### src/rtl/core/rrtc_pkg.sv
// Shared types, widths and codes of the rescale table cache.
package rrtc_pkg;

    localparam int DEF_NUM_SLOTS = 8;
    localparam int TABLE_LEN     = 256;
    localparam int TABLE_AW      = 8;

    localparam int ACTION_W      = 2;
    localparam int GAIN_W        = 24;
    localparam int OFFSET_W      = 24;
    localparam int SLOT_FIELD_W  = 3;
    localparam int INDEX_W       = 8;
    localparam int STATUS_W      = 2;
    localparam int VALUE_W       = 8;
    localparam int KIND_W        = 2;

    localparam logic [ACTION_W-1:0] ACT_ACQUIRE = 2'd0;
    localparam logic [ACTION_W-1:0] ACT_RELEASE = 2'd1;
    localparam logic [ACTION_W-1:0] ACT_READ    = 2'd2;

    localparam logic [STATUS_W-1:0] STAT_HIT    = 2'd0;
    localparam logic [STATUS_W-1:0] STAT_FILLED = 2'd1;
    localparam logic [STATUS_W-1:0] STAT_FULL   = 2'd2;
    localparam logic [STATUS_W-1:0] STAT_DONE   = 2'd3;

    // Work kinds after decode; out-of-range release/read collapse into no-op.
    localparam logic [KIND_W-1:0] KIND_ACQUIRE = 2'd0;
    localparam logic [KIND_W-1:0] KIND_RELEASE = 2'd1;
    localparam logic [KIND_W-1:0] KIND_READ    = 2'd2;
    localparam logic [KIND_W-1:0] KIND_NOP     = 2'd3;

    typedef struct packed {
        logic [KIND_W-1:0]       kind;
        logic [GAIN_W-1:0]       gain;
        logic [OFFSET_W-1:0]     offset;
        logic [SLOT_FIELD_W-1:0] slot;
        logic [INDEX_W-1:0]      index;
    } item_t;

endpackage

### src/rtl/core/rrtc_front.sv
// Front end: accepts input beats, decodes them and queues them for the back end.
module rrtc_front
    import rrtc_pkg::*;
#(
    parameter int NUM_SLOTS = DEF_NUM_SLOTS
) (
    input  logic                       aclk,
    input  logic                       aresetn,
    input  logic                       s_valid,
    output logic                       s_ready,
    input  logic [ACTION_W-1:0]        s_action,
    input  logic signed [GAIN_W-1:0]   s_gain,
    input  logic signed [OFFSET_W-1:0] s_offset,
    input  logic [SLOT_FIELD_W-1:0]    s_slot,
    input  logic [INDEX_W-1:0]         s_index,
    output logic                       q_valid,
    output item_t                      q_item,
    input  logic                       q_pop
);

    localparam int QDEPTH = 2;
    localparam int QAW    = $clog2(QDEPTH);

    item_t             q_mem_reg [QDEPTH];
    logic [QAW-1:0]    wr_ptr_reg;
    logic [QAW-1:0]    rd_ptr_reg;
    logic [QAW:0]      count_reg;
    logic              push;
    logic              slot_ok;
    logic [KIND_W-1:0] kind;
    item_t             item_in;

    assign slot_ok = (int'(s_slot) < NUM_SLOTS);

    always_comb begin
        unique case (s_action)
            ACT_ACQUIRE: kind = KIND_ACQUIRE;
            ACT_RELEASE: kind = slot_ok ? KIND_RELEASE : KIND_NOP;
            ACT_READ:    kind = slot_ok ? KIND_READ : KIND_NOP;
            default:     kind = KIND_NOP;
        endcase
    end

    always_comb begin
        item_in.kind   = kind;
        item_in.gain   = s_gain;
        item_in.offset = s_offset;
        item_in.slot   = s_slot;
        item_in.index  = s_index;
    end

    assign s_ready = (count_reg != (QAW+1)'(QDEPTH));
    assign push    = s_valid && s_ready;
    assign q_valid = (count_reg != '0);
    assign q_item  = q_mem_reg[rd_ptr_reg];

    always_ff @(posedge aclk) begin
        if (!aresetn) begin
            wr_ptr_reg <= '0;
            rd_ptr_reg <= '0;
            count_reg  <= '0;
        end else begin
            if (push) begin
                wr_ptr_reg <= wr_ptr_reg + 1'b1;
            end
            if (q_pop) begin
                rd_ptr_reg <= rd_ptr_reg + 1'b1;
            end
            if (push && !q_pop) begin
                count_reg <= count_reg + 1'b1;
            end else if (q_pop && !push) begin
                count_reg <= count_reg - 1'b1;
            end
        end
    end

    always_ff @(posedge aclk) begin
        if (push) begin
            q_mem_reg[wr_ptr_reg] <= item_in;
        end
    end

endmodule

### config.mk
export PLATFORM = sky130hd
export DESIGN_NAME = rrtc_front
export DESIGN_NICKNAME = d
export VERILOG_FILES = /design/src/rtl/core/rrtc_pkg.sv /design/src/rtl/core/rrtc_front.sv
export SDC_FILE = /design/constraint.sdc
export NUM_CORES = 1
export LEC_CHECK = 0
export BUFFER_PORTS_ARGS = -buffer_cell sky130_fd_sc_hd__buf_2
export CAP_MARGIN = 20
export CORE_MARGIN = 4
export CORE_UTILIZATION = 50
export CTS_CLUSTER_DIAMETER = 30
export DETAILED_ROUTE_END_ITERATION = 10
export HOLD_SLACK_MARGIN = 0.03
export PLACE_DENSITY = 0.77
export SLEW_MARGIN = 20
export SYNTH_ARGS = -nofsm -noshare
export SYNTH_HDL_FRONTEND = slang
export SYNTH_SLANG_ARGS = --single-unit
### constraint.sdc
create_clock -name aclk -period 2.9 [get_ports aclk]
set_clock_uncertainty 0.1 [all_clocks]
set_input_delay 0.58 -clock aclk [delete_from_list [all_inputs] [get_ports aclk]]
set_output_delay 0.58 -clock aclk [all_outputs]
set_load 0.01 [all_outputs]
; ---- Yosys cells after proc, flatten, opt, wreduce, memory -nomap -nowiden
; Memories as Yosys holds them, arrays and structs flattened. A register that Yosys moved wholly into a read port is not among the register bits.
; Index checks and enable logic that the tools add are counted.
[totals]
mem_bits_rw = 122
memories = 1
in_bits = 65
reg_bits = 4
out_inout_bits = 63
elab_cells = 26
[memory_table]
columns = name, depth, word_bits, rd, rd_ports_with_merged_regs, wr, line
row1 = q_mem_reg, 2, 61, 1, 1, 1, rrtc_front.sv:24  ; item_t q_mem_reg [QDEPTH];
[op_classes]
addsub = 4
reduce_logical = 8
eq_ne = 3
muxes = 7
[ops]
columns = operator, count
row1 = case mux 2 bit (3 select lines), 1
row2 = 2-to-1 mux 1 bit, 4
row3 = 2-to-1 mux 2 bit, 2
row4 = nonzero test 2 bit, 2
row5 = logical AND 1 bit, 3
row6 = "adder 1 bit, second input constant", 2
row7 = "adder 2 x 1 -> 2 bit, second input constant", 1
row8 = "equality test 2 x 1 -> 1 bit, second input constant", 1
row9 = "equality test 2 bit, second input constant", 1
row10 = logical NOT 1 bit, 2
row11 = logical NOT 2 bit, 1
row12 = "inequality test 2 bit, second input constant", 1
row13 = "subtractor 2 x 1 -> 2 bit, second input constant", 1

; ---- Depth between registers and ports, before layout
; Gate-level depths: netlist of run 1.
[depth]
ltp_word = 6
depth_mapped = 6
ltp_nobuf = 6

; ---- Worst setup path after synthesis of run 1
; OpenSTA, ideal clock, no wires.
[synth_timing]
kind = input-to-reg
start = in s_valid
end = mem q_mem_reg[1][0] in the netlist's numbering (enable)
stages = 1
n_path_buf = 0
path_slack_ps = 307
setup_time_ps = 426
arrival_time_ps = 2067
required_time_ps = 2374
cell_sequence = and3_1
[synth_via]
elab_chain_cells = 3
[synth_rtl]
columns = element, line
row1 = start: declaration, rrtc_front.sv:9  ; input logic s_valid,
row2 = logical AND 1 bit, rrtc_front.sv:53  ; assign push = s_valid && s_ready;
row3 = 2-to-1 mux 1 bit, rrtc_front.sv:78  ; if (push) begin
row4 = 2-to-1 mux 1 bit (implied by the code), rrtc_front.sv:79  ; q_mem_reg[wr_ptr_reg] <= item_in;
row5 = end: declaration, rrtc_front.sv:24
; No other way between the ends.

==> reports/metrics.cfg, run 1 <==
[clock_network]
cts_resized=0
clockRootBuffer=clkbuf_8
numCtsBuffers=17
cts_buffer_depth=2
hold_buffers=0
post-cts-setup-buffer-count=0
clock_sinks=127
cts_tree=done
clk_pin_slew_ns=0.06
clk_latency_ns=0.50
h-tree-depth=4

[placement]
hpwl_mm=5.19
port_buffers=127
place_ws_ns=0.980
gp_congestion=0.728

[power_and_ir_drop]
vdd_ir_drop_max_mv=0.439
power_mw=4.87
leakagePower_nw=2.28
power_density_nw_per_um2=813

[sta]
relSlewSlack_pct=72.6
worstMarginPinSlew_ns=0.411
setup_viol=0
grt_setup_unrepaired=no
worst_slack_ns=0.484
finalCritPeriodShare_pct=83.3
fmax_mhz=414
tns_ns=0
fin_crit_ns=2.42
hold_viol=0
slew_violations=0

[critical_path]
worstPathRequired_ns=2.22
crit_family=buffers and inverters
cp.arrival_ns=1.74
cp_slowest_stage_delay_ns=0.40
path_buf_inv=2
worstSetupPathType=flip-flop to output pin
crit_path_cell_trace=buf_4 -> mux2_2 -> buf_2
slowest_stage=mux2_2
r2r-end=count_reg[1]
critical_path.max_fanout=31
crit_path_start_kind=flip-flop
r2r_cells=5
rr_startpoint=count_reg[0]
worstSetupEndpointType=output pin
r2r_setup_slack_ns=1.23

[grt]
antenna_found_initial=0
gr-usage-all-layers_pct=15.5
grt_pass1_vias=2615
grt_max_degree=62
grt_first_pass_wirelength_mm=12.9
grt_overflow_total=0

[cells_and_area]
diodes=0
area_growth_pct=28.8
regArea_um2=3760
largest_reg_flops=122
final_util_pct=67.3
n_fill_cell=603
multi_input_area_um2=822
drive_above_1_share_pct=60.5
fin_nets=423

[synth]
synth.net_count=282
ys_warn_count=0
syn_area_per_cell_um2=21.5
netlist_instances=216
ys_ff_latch=127
yosysSeqAreaShare_pct=80.9
synth_cell_types=20
netlist_area_um2=4650

[min_path]
min_path_cells=1
holdPathEnd=q_mem_reg[0][49]
min_from=s_gain[14]
hp-class=primary input to flip-flop

[route]
avgViaCountPerCell=5.03
drt_iter0_drc=84
drt-pass1-iter-count=4
vias=2405
drt-total-wl_mm=8.08
drtAntennaViolNets=0
wl_per_cell_um=16.9
drc=0

[floorplanning]
die_w_um=104
start_util_pct=52.3
rows=34
ios=128
die_area_um2=10900
coreArea_um2=8890
die_h_um=104

[run_status]
outcome=completed

[flow_run]
drv_cap=0

## metal layers
| layer | routed length, um | GRT usage (%) |
|---|---|---|
| met5 | 0 | 0 |
| met4 | 79 | 4.84 |
| met3 | 696 | 7.01 |
| met2 | 3880 | 23.9 |
| met1 | 3430 | 19.6 |
## worst max path at each step
| stage | endpoint | startpoint | cells after the start | slack, ns |
|---|---|---|---|---|
| 2_1_floorplan | q_mem_reg[1][0] | s_valid | 1 | 0.31 |
| 3_3_place_gp | q_item[6] | flip-flop | 3 | 1.00 |
| 3_5_place_dp | q_item[6] | flip-flop | 3 | 0.98 |
| 4_1_cts | q_item[6] | flip-flop | 3 | 0.43 |
| 5_1_grt | q_item[6] | flip-flop | 3 | 0.38 |
| 6_report | q_item[6] | flip-flop | 3 | 0.48 |
## where the power goes
group	switching, mW	internal (mW)	total, mW
logic	0.325	0.282	0.607
registers	0.0458	2.22	2.27
clock network	0.701	1.29	1.99
## cells in the mapped netlist
cell type	instances	share of area, %
and3_1	1	0.13
dfxtp_1	5	2.2
or3_1	1	0.13
a21boi_1	1	0.16
buf_2	1	0.11
xnor2_1	1	0.19
nand2b_4	1	0.30
a21boi_0	1	0.16
edfxtp_1	122	79
clkbuf_1	2	0.16
a21bo_2	1	0.22
xor2_1	2	0.38
ha_1	1	0.27
inv_1	2	0.16
nand3b_1	1	0.16
and2_1	4	0.54
mux2_2	61	15
or2_2	1	0.13
o21ai_0	1	0.11
buf_4	6	0.97
## cells in the final DEF, fill, tap and decap left out, types with 2 or more instances in the layout
master / Yosys / final
buf_2: 1 / 127
edfxtp_1: 122 / 122
mux2_2: 61 / 61
clkbuf_16: 0 / 16
clkinv_1: 0 / 5
and2_1: 4 / 4
dfxtp_1: 5 / 4
clkinv_2: 0 / 3
bufinv_16: 0 / 3
xor2_1: 2 / 2
clkinv_4: 0 / 2
buf_12: 0 / 2
buf_4: 6 / 2
## worst register-to-register path: stages, from the launching register on
cell and delay (ns):
dfxtp_1 0.34, nand2b_4 0.17, and2_1 0.16, ha_1 0.31, or3_1 0.37, a21boi_1 0.15
## cell families (layout without fill, tap and decap cells)
group           count (synthesis)  after routing  synth area share, %
xor+xnor                        3              3                0.565
mux                            61             61                 14.8
buf+inv                        11            165                 1.40
fa+ha+maj                       1              1                0.269
simple gates                    9              9                 1.40
flops                         127            127                 80.9
compound gates                  4              4                0.646
## through the flow
step / cells / cell area [um^2] / hold slack, ns
floorplan: 216 / 4650 / 0.400
global placement: 446 / 5420 / 0.413
detailed placement: 446 / 5420 / 0.446
CTS: 478 / 5990 / 0.136
global route: 478 / 5990 / 0.132
finish: 478 / 5990 / 0.165
## final cells by class
cell class | instances | area share [%]
multi-input cells | 78 | 13.7
inverters | 2 | 0.125
flip-flops and latches | 127 | 62.9
clock inverters | 14 | 2.49
repair buffers | 131 | 11.5
well taps | 108 | 2.26
clock buffers | 18 | 6.98
Note: power is estimated with default switching activity, not from simulation.
==> run 2: changes to the inputs <==
==> constraint.sdc (replaced) <==
create_clock -name aclk -period 2.4 [get_ports aclk]
set_clock_uncertainty 0.1 [all_clocks]
set_input_delay 0.48 -clock aclk [delete_from_list [all_inputs] [get_ports aclk]]
set_output_delay 0.48 -clock aclk [all_outputs]
set_load 0.01 [all_outputs]
==> run 2 against run 1 <==
  * Utilization grew 0.24 points
  * Global-route usage grew 0.31 points
  * Flip-flop and latch count is the same
  * Sequential share of layout area shrank 0.22 points
  * Cell count grew 0.42%
  * Hold slack lost 0.096 ns
  * Die area is the same
  * Largest cell class unchanged
  * Largest power group unchanged
==> reports/metrics.cfg, run 2 (synthesized netlist as in run 1, its figures left out) <==
[critical_path]
crit_path_cell_trace=buf_4 -> mux2_2 -> buf_2
path_buf_inv=2  ; unchanged
slowest_stage=mux2_2
worstSetupEndpointType=output pin
crit_family=buffers and inverters
worstPathRequired_ns=1.82  ; -0.40 ns
worstSetupPathType=flip-flop to output pin
cp.arrival_ns=1.73  ; about the same
crit_path_start_kind=flip-flop
critical_path.max_fanout=30  ; -3.2%
cp_slowest_stage_delay_ns=0.40  ; about the same

[run_status]
outcome=completed

[sta]
setup_viol=0  ; unchanged
grt_setup_unrepaired=yes
fmax_mhz=433
relSlewSlack_pct=64.9  ; -7.7 points
worstMarginPinSlew_ns=0.527  ; +0.116 ns
hold_viol=0  ; unchanged
hold_slack_ns=0.0686  ; -0.0962 ns
slew_violations=0  ; unchanged
fin_crit_ns=2.31
tns_ns=0  ; unchanged
finalCritPeriodShare_pct=96.3

[power_and_ir_drop]
vdd_ir_drop_max_mv=0.754  ; +72%
power_density_nw_per_um2=990  ; +22%
internal_power_mw=4.61  ; +21%
swShare_pct=22.6  ; +0.56 points
p_comb_share_pct=12.4  ; about the same
sequentialPowerShare_pct=46.1  ; -0.5 points
leakagePower_nw=2.29  ; +0.17%
power.switching_mw=1.34  ; +25%
clockPowerShare_pct=41.6  ; +0.7 points

[min_path]
hp-class=primary input to flip-flop

[cells_and_area]
final_util_pct=67.6  ; +0.24 points
largest_reg_flops=122  ; unchanged
multi_input_area_um2=822  ; unchanged
regArea_um2=3760  ; unchanged
drive_above_1_share_pct=61.6  ; +1.0 points
area_growth_pct=29.2
layout_common_cells=127 x buf_2, 122 x edfxtp_1, 61 x mux2_2
n_fill_cell=614  ; +1.8%
diodes=0  ; unchanged
fin_nets=425  ; +0.47%
final_common_cell=buf_2

[route]
vias=2379  ; -1.1%
wl_per_cell_um=16.9  ; about the same
drt_iter0_drc=98  ; +17%
drt-pass1-iter-count=4  ; unchanged
drt-total-wl_mm=8.11  ; +0.37%
avgViaCountPerCell=4.96  ; -1.5%
drc=0  ; unchanged
drtAntennaViolNets=0  ; unchanged

[grt]
grt_pass1_vias=2735  ; +4.6%
antenna_found_initial=0  ; unchanged
grt_first_pass_wirelength_mm=13.0  ; +1.4%
grt_overflow_total=0  ; unchanged
gr-usage-all-layers_pct=15.8  ; +0.31 points
grt_max_degree=44  ; -29%

[clock_network]
numCtsBuffers=17  ; unchanged
cts_resized=0  ; unchanged
clk_pin_slew_ns=0.06  ; about the same
clock_sinks=127  ; unchanged
h-tree-depth=4  ; unchanged
clockRootBuffer=clkbuf_8
cts_tree=done
cts_buffer_depth=2  ; unchanged
clk_latency_ns=0.49  ; about the same

[floorplanning]
rows=34  ; unchanged
die_area_um2=10900  ; unchanged
die_h_um=104  ; unchanged
coreArea_um2=8890  ; unchanged
start_util_pct=52.3  ; unchanged
ios=128  ; unchanged
die_w_um=104  ; unchanged

[placement]
hpwl_mm=5.39  ; +3.8%
gp_congestion=0.713  ; -2.2%
port_buffers=127  ; unchanged

[flow_run]
drv_cap=0  ; unchanged

==> run 2: cell types whose count changed in the layout (fill, tap and decap cells not counted), sizes merged <==
cell      before  now
clkinv        10    6
clkinvlp       1    4
inv            2    3
buf          131  133
==> run 2: worst register-to-register path, cell delays in order (launching register included) <==
cell and delay [ns]:
dfxtp_1 0.40, nand2b_4 0.18, and3_2 0.19, buf_4 0.45
==> run 2: final cells by class <==
cell class / instances / area share [%]
Inverter: 2 / 0.125
Multi-Input combinational cell: 78 / 13.7
Timing Repair Buffer: 133 / 11.5
Tap cell: 108 / 2.25
Clock inverter: 14 / 2.79
Clock buffer: 18 / 6.96
Sequential cell: 127 / 62.7
==> run 2: worst paths after layout <==
kind	to	cells past startpoint	from	slack (ns)
worst min-delay path	q_mem_reg[1][30]	1	s_offset[19]	0.07
worst max register to register	q_mem_reg[1][52]	3	count_reg[0]	0.70
worst max-delay path	q_item[14]	3	flip-flop	0.09
worst min register to register	count_reg[1]	2	count_reg[1]	0.45
==> run 2: timing repair <==
| item | 4_1_cts | 5_1_grt |
|---|---|---|
| setup endpoints to repair | 0 | 14 |
| buffers inserted | 0 | 0 |
| hold buffers | 0 | 0 |
==> run 2: power by group through the flow <==
stage	registers (mW)	clock network, mW	logic [mW]
after CTS	2.74	2.54	0.755
final	2.74	2.47	0.735
after global placement	2.77	0	0.740
after floorplan	2.78	0	0.441
after global routing	2.76	2.66	0.804
after detailed placement	2.79	0	0.750
==> run 2: per-stage QoR <==
step | worst slack, ns | area [um^2] | power [mW] | instances
final | 0.0886 | 6010 | 5.95 | 480
after global routing | -0.0168 | 6010 | 6.22 | 480
after CTS | 0.0472 | 6010 | 6.04 | 480
after detailed placement | 0.592 | 5420 | 3.54 | 448
after global placement | 0.596 | 5420 | 3.51 | 448
after floorplan | 0.0563 | 4650 | 3.22 | 216
==> run 2: routing by layer <==
metal / GRT usage [%] / share of wire, % / vias up
li1: - / - / 1130
met1: 16.7 / 39 / 1170
met2: 27.3 / 53 / 77
met3: 7.14 / 6.7 / 2
met4: 6.55 / 0.38 / 0
met5: 0 / 0 / -
==> run 3: changes to the inputs <==
--- a/config.mk
+++ b/config.mk
@@ -7,12 +7,12 @@
 export LEC_CHECK = 0
 export BUFFER_PORTS_ARGS = -buffer_cell sky130_fd_sc_hd__buf_2
 export CAP_MARGIN = 20
-export CORE_MARGIN = 4
 export CORE_UTILIZATION = 50
 export CTS_CLUSTER_DIAMETER = 30
 export DETAILED_ROUTE_END_ITERATION = 10
 export HOLD_SLACK_MARGIN = 0.03
 export PLACE_DENSITY = 0.77
+export SETUP_SLACK_MARGIN = 0.3
 export SLEW_MARGIN = 20
 export SYNTH_ARGS = -nofsm -noshare
 export SYNTH_HDL_FRONTEND = slang
==> run 3 against run 2 <==
  * The flow now finishes with violations (design-rule violations)
  * Wire length is 0.43% lower
  * Critical path depth stayed put
  * First-iteration DRC count up 2.0%
  * Sequential share of layout area down 0.91 points
  * Via count up 1.8%
  * Die area shrank 11%
  * Critical endpoint is now q_item[33]
==> reports/metrics.cfg, run 3 (synthesized netlist as in run 1, its figures left out) <==
[critical_path]
cp.arrival_ns=1.61  ; -0.12 ns
crit_family=flip-flops
r2r_cells=4  ; +1
worstSetupEndpointType=output pin
critical_path.max_fanout=17  ; -43%
worstSetupPathType=flip-flop to output pin
cp_slowest_stage_delay_ns=0.42  ; +0.02 ns
worstPathRequired_ns=1.82  ; about the same
cp.depth=3  ; unchanged
path_buf_inv=2  ; unchanged
crit_path_cell_trace=clkbuf_16 -> mux2_2 -> buf_2
slowest_stage=dfxtp_4
crit_path_start_kind=flip-flop
rr_startpoint=count_reg[0]

[sta]
grt_setup_unrepaired=yes
hold_viol=0  ; unchanged
relSlewSlack_pct=68.3  ; +3.4 points
worstMarginPinSlew_ns=0.475  ; -0.0515 ns
tns_ns=0  ; unchanged
finalCritPeriodShare_pct=91.3  ; -5.0 points
fmax_mhz=456  ; +5.5%
fin_crit_ns=2.19  ; -0.120 ns
slew_violations=0  ; unchanged
setup_viol=0  ; unchanged

[clock_network]
post-cts-setup-buffer-count=0  ; unchanged
cts_buffer_depth=2  ; unchanged
clock_sinks=127  ; unchanged
numCtsBuffers=17  ; unchanged
clk_pin_slew_ns=0.06  ; about the same
clk_latency_ns=0.50  ; about the same
h-tree-depth=4  ; unchanged
cts_tree=done
clockRootBuffer=clkbuf_8

[floorplanning]
ios=128  ; unchanged
die_w_um=98.4  ; -5.7%
rows=34  ; unchanged
die_area_um2=9690  ; -11%
coreArea_um2=8850  ; -0.48%
start_util_pct=52.5  ; +0.25 points
die_h_um=98.4  ; -5.7%

[min_path]
min_from=s_offset[3]
min_path_cells=1  ; unchanged
hp-class=primary input to flip-flop

[route]
drt-total-wl_mm=8.08  ; -0.43%
wl_per_cell_um=16.8  ; -0.84%
avgViaCountPerCell=5.02  ; +1.3%
drt-pass1-iter-count=9  ; +5
vias=2421  ; +1.8%
drt_iter0_drc=100  ; +2.0%
drtAntennaViolNets=0  ; unchanged
drc=6  ; +6

[placement]
hpwl_mm=4.98  ; -7.7%
port_buffers=127  ; unchanged
gp_congestion=0.668  ; -6.2%

[cells_and_area]
area_growth_pct=31.2
final_util_pct=68.9  ; +1.4 points
diodes=0  ; unchanged
largest_reg_flops=122  ; unchanged
layout_common_cells=127 x buf_2, 122 x edfxtp_1, 61 x mux2_2
regArea_um2=3770  ; about the same
drive_above_1_share_pct=62.0  ; +0.47 points
fin_nets=427  ; +0.47%
multi_input_area_um2=822  ; unchanged
n_fill_cell=610  ; -0.65%
final_common_cell=buf_2

[power_and_ir_drop]
power_density_nw_per_um2=996  ; +0.57%
leakagePower_nw=2.32  ; +1.6%
vdd_ir_drop_max_mv=0.530  ; -30%

[grt]
grt_first_pass_wirelength_mm=12.3  ; -5.9%
grt_pass1_vias=2559  ; -6.4%
gr-usage-all-layers_pct=17.3  ; +1.5 points
antenna_found_initial=0  ; unchanged
grt_overflow_total=0  ; unchanged
grt_max_degree=35  ; -20%

[flow_run]
drv_cap=0  ; unchanged

[run_status]
outcome=finished with violations
violations=design-rule violations

run 3: per-stage QoR:
step                      instances  total power [mW]  worst slack (ns)  instance area (um^2)  hold WS (ns)
after CTS                       480              6.11             0.167                  6040        0.0383
after global routing            482              6.30             0.148                  6100        0.0365
after detailed placement        448              3.52             0.554                  5410         0.445
final                           482              6.08             0.209                  6100        0.0614
after global placement          448              3.49             0.560                  5410         0.418
after floorplan                 216              3.22             0.388                  4650         0.400
run 3: area by class of cell:
class / count / share of cell area, %
flip-flops and latches: 127 / 61.8
multi-input cells: 78 / 13.5
repair buffers: 135 / 12.4
clock buffers: 18 / 6.85
clock inverters: 14 / 3.14
well taps: 108 / 2.21
inverters: 2 / 0.185
run 3: worst paths after layout:
path	end	slack (ns)
worst max-delay path	q_item[33]	0.21
worst min-delay path	q_mem_reg[1][14]	0.06
worst max register to register	q_mem_reg[0][45]	0.73
worst min register to register	count_reg[1]	0.44
run 3: layer usage:
metal,part of all wire [%],wire length (um),vias up,global-route usage [%]
met5,0,0,-,0
met4,1.2,96,0,8.27
met3,5.9,479,9,5.67
met2,51,4150,81,29.0
met1,41,3350,1182,20.3
li1,-,-,1149,-
run 3: where the power goes:
group | internal (mW) | total [mW] | switching (mW)
logic | 0.357 | 0.747 | 0.390
clock network | 1.68 | 2.58 | 0.899
registers | 2.69 | 2.75 | 0.0586
run 3: what timing repair did:
| action | CTS | global route |
|---|---|---|
| hold endpoints to repair | 0 | 0 |
| endpoints found under the setup margin | 61 | 61 |
| hold buffers | 0 | 0 |
| pin swaps | 0 | 0 |
| cloned | 0 | 2 |
| gates resized for setup | 5 | 2 |
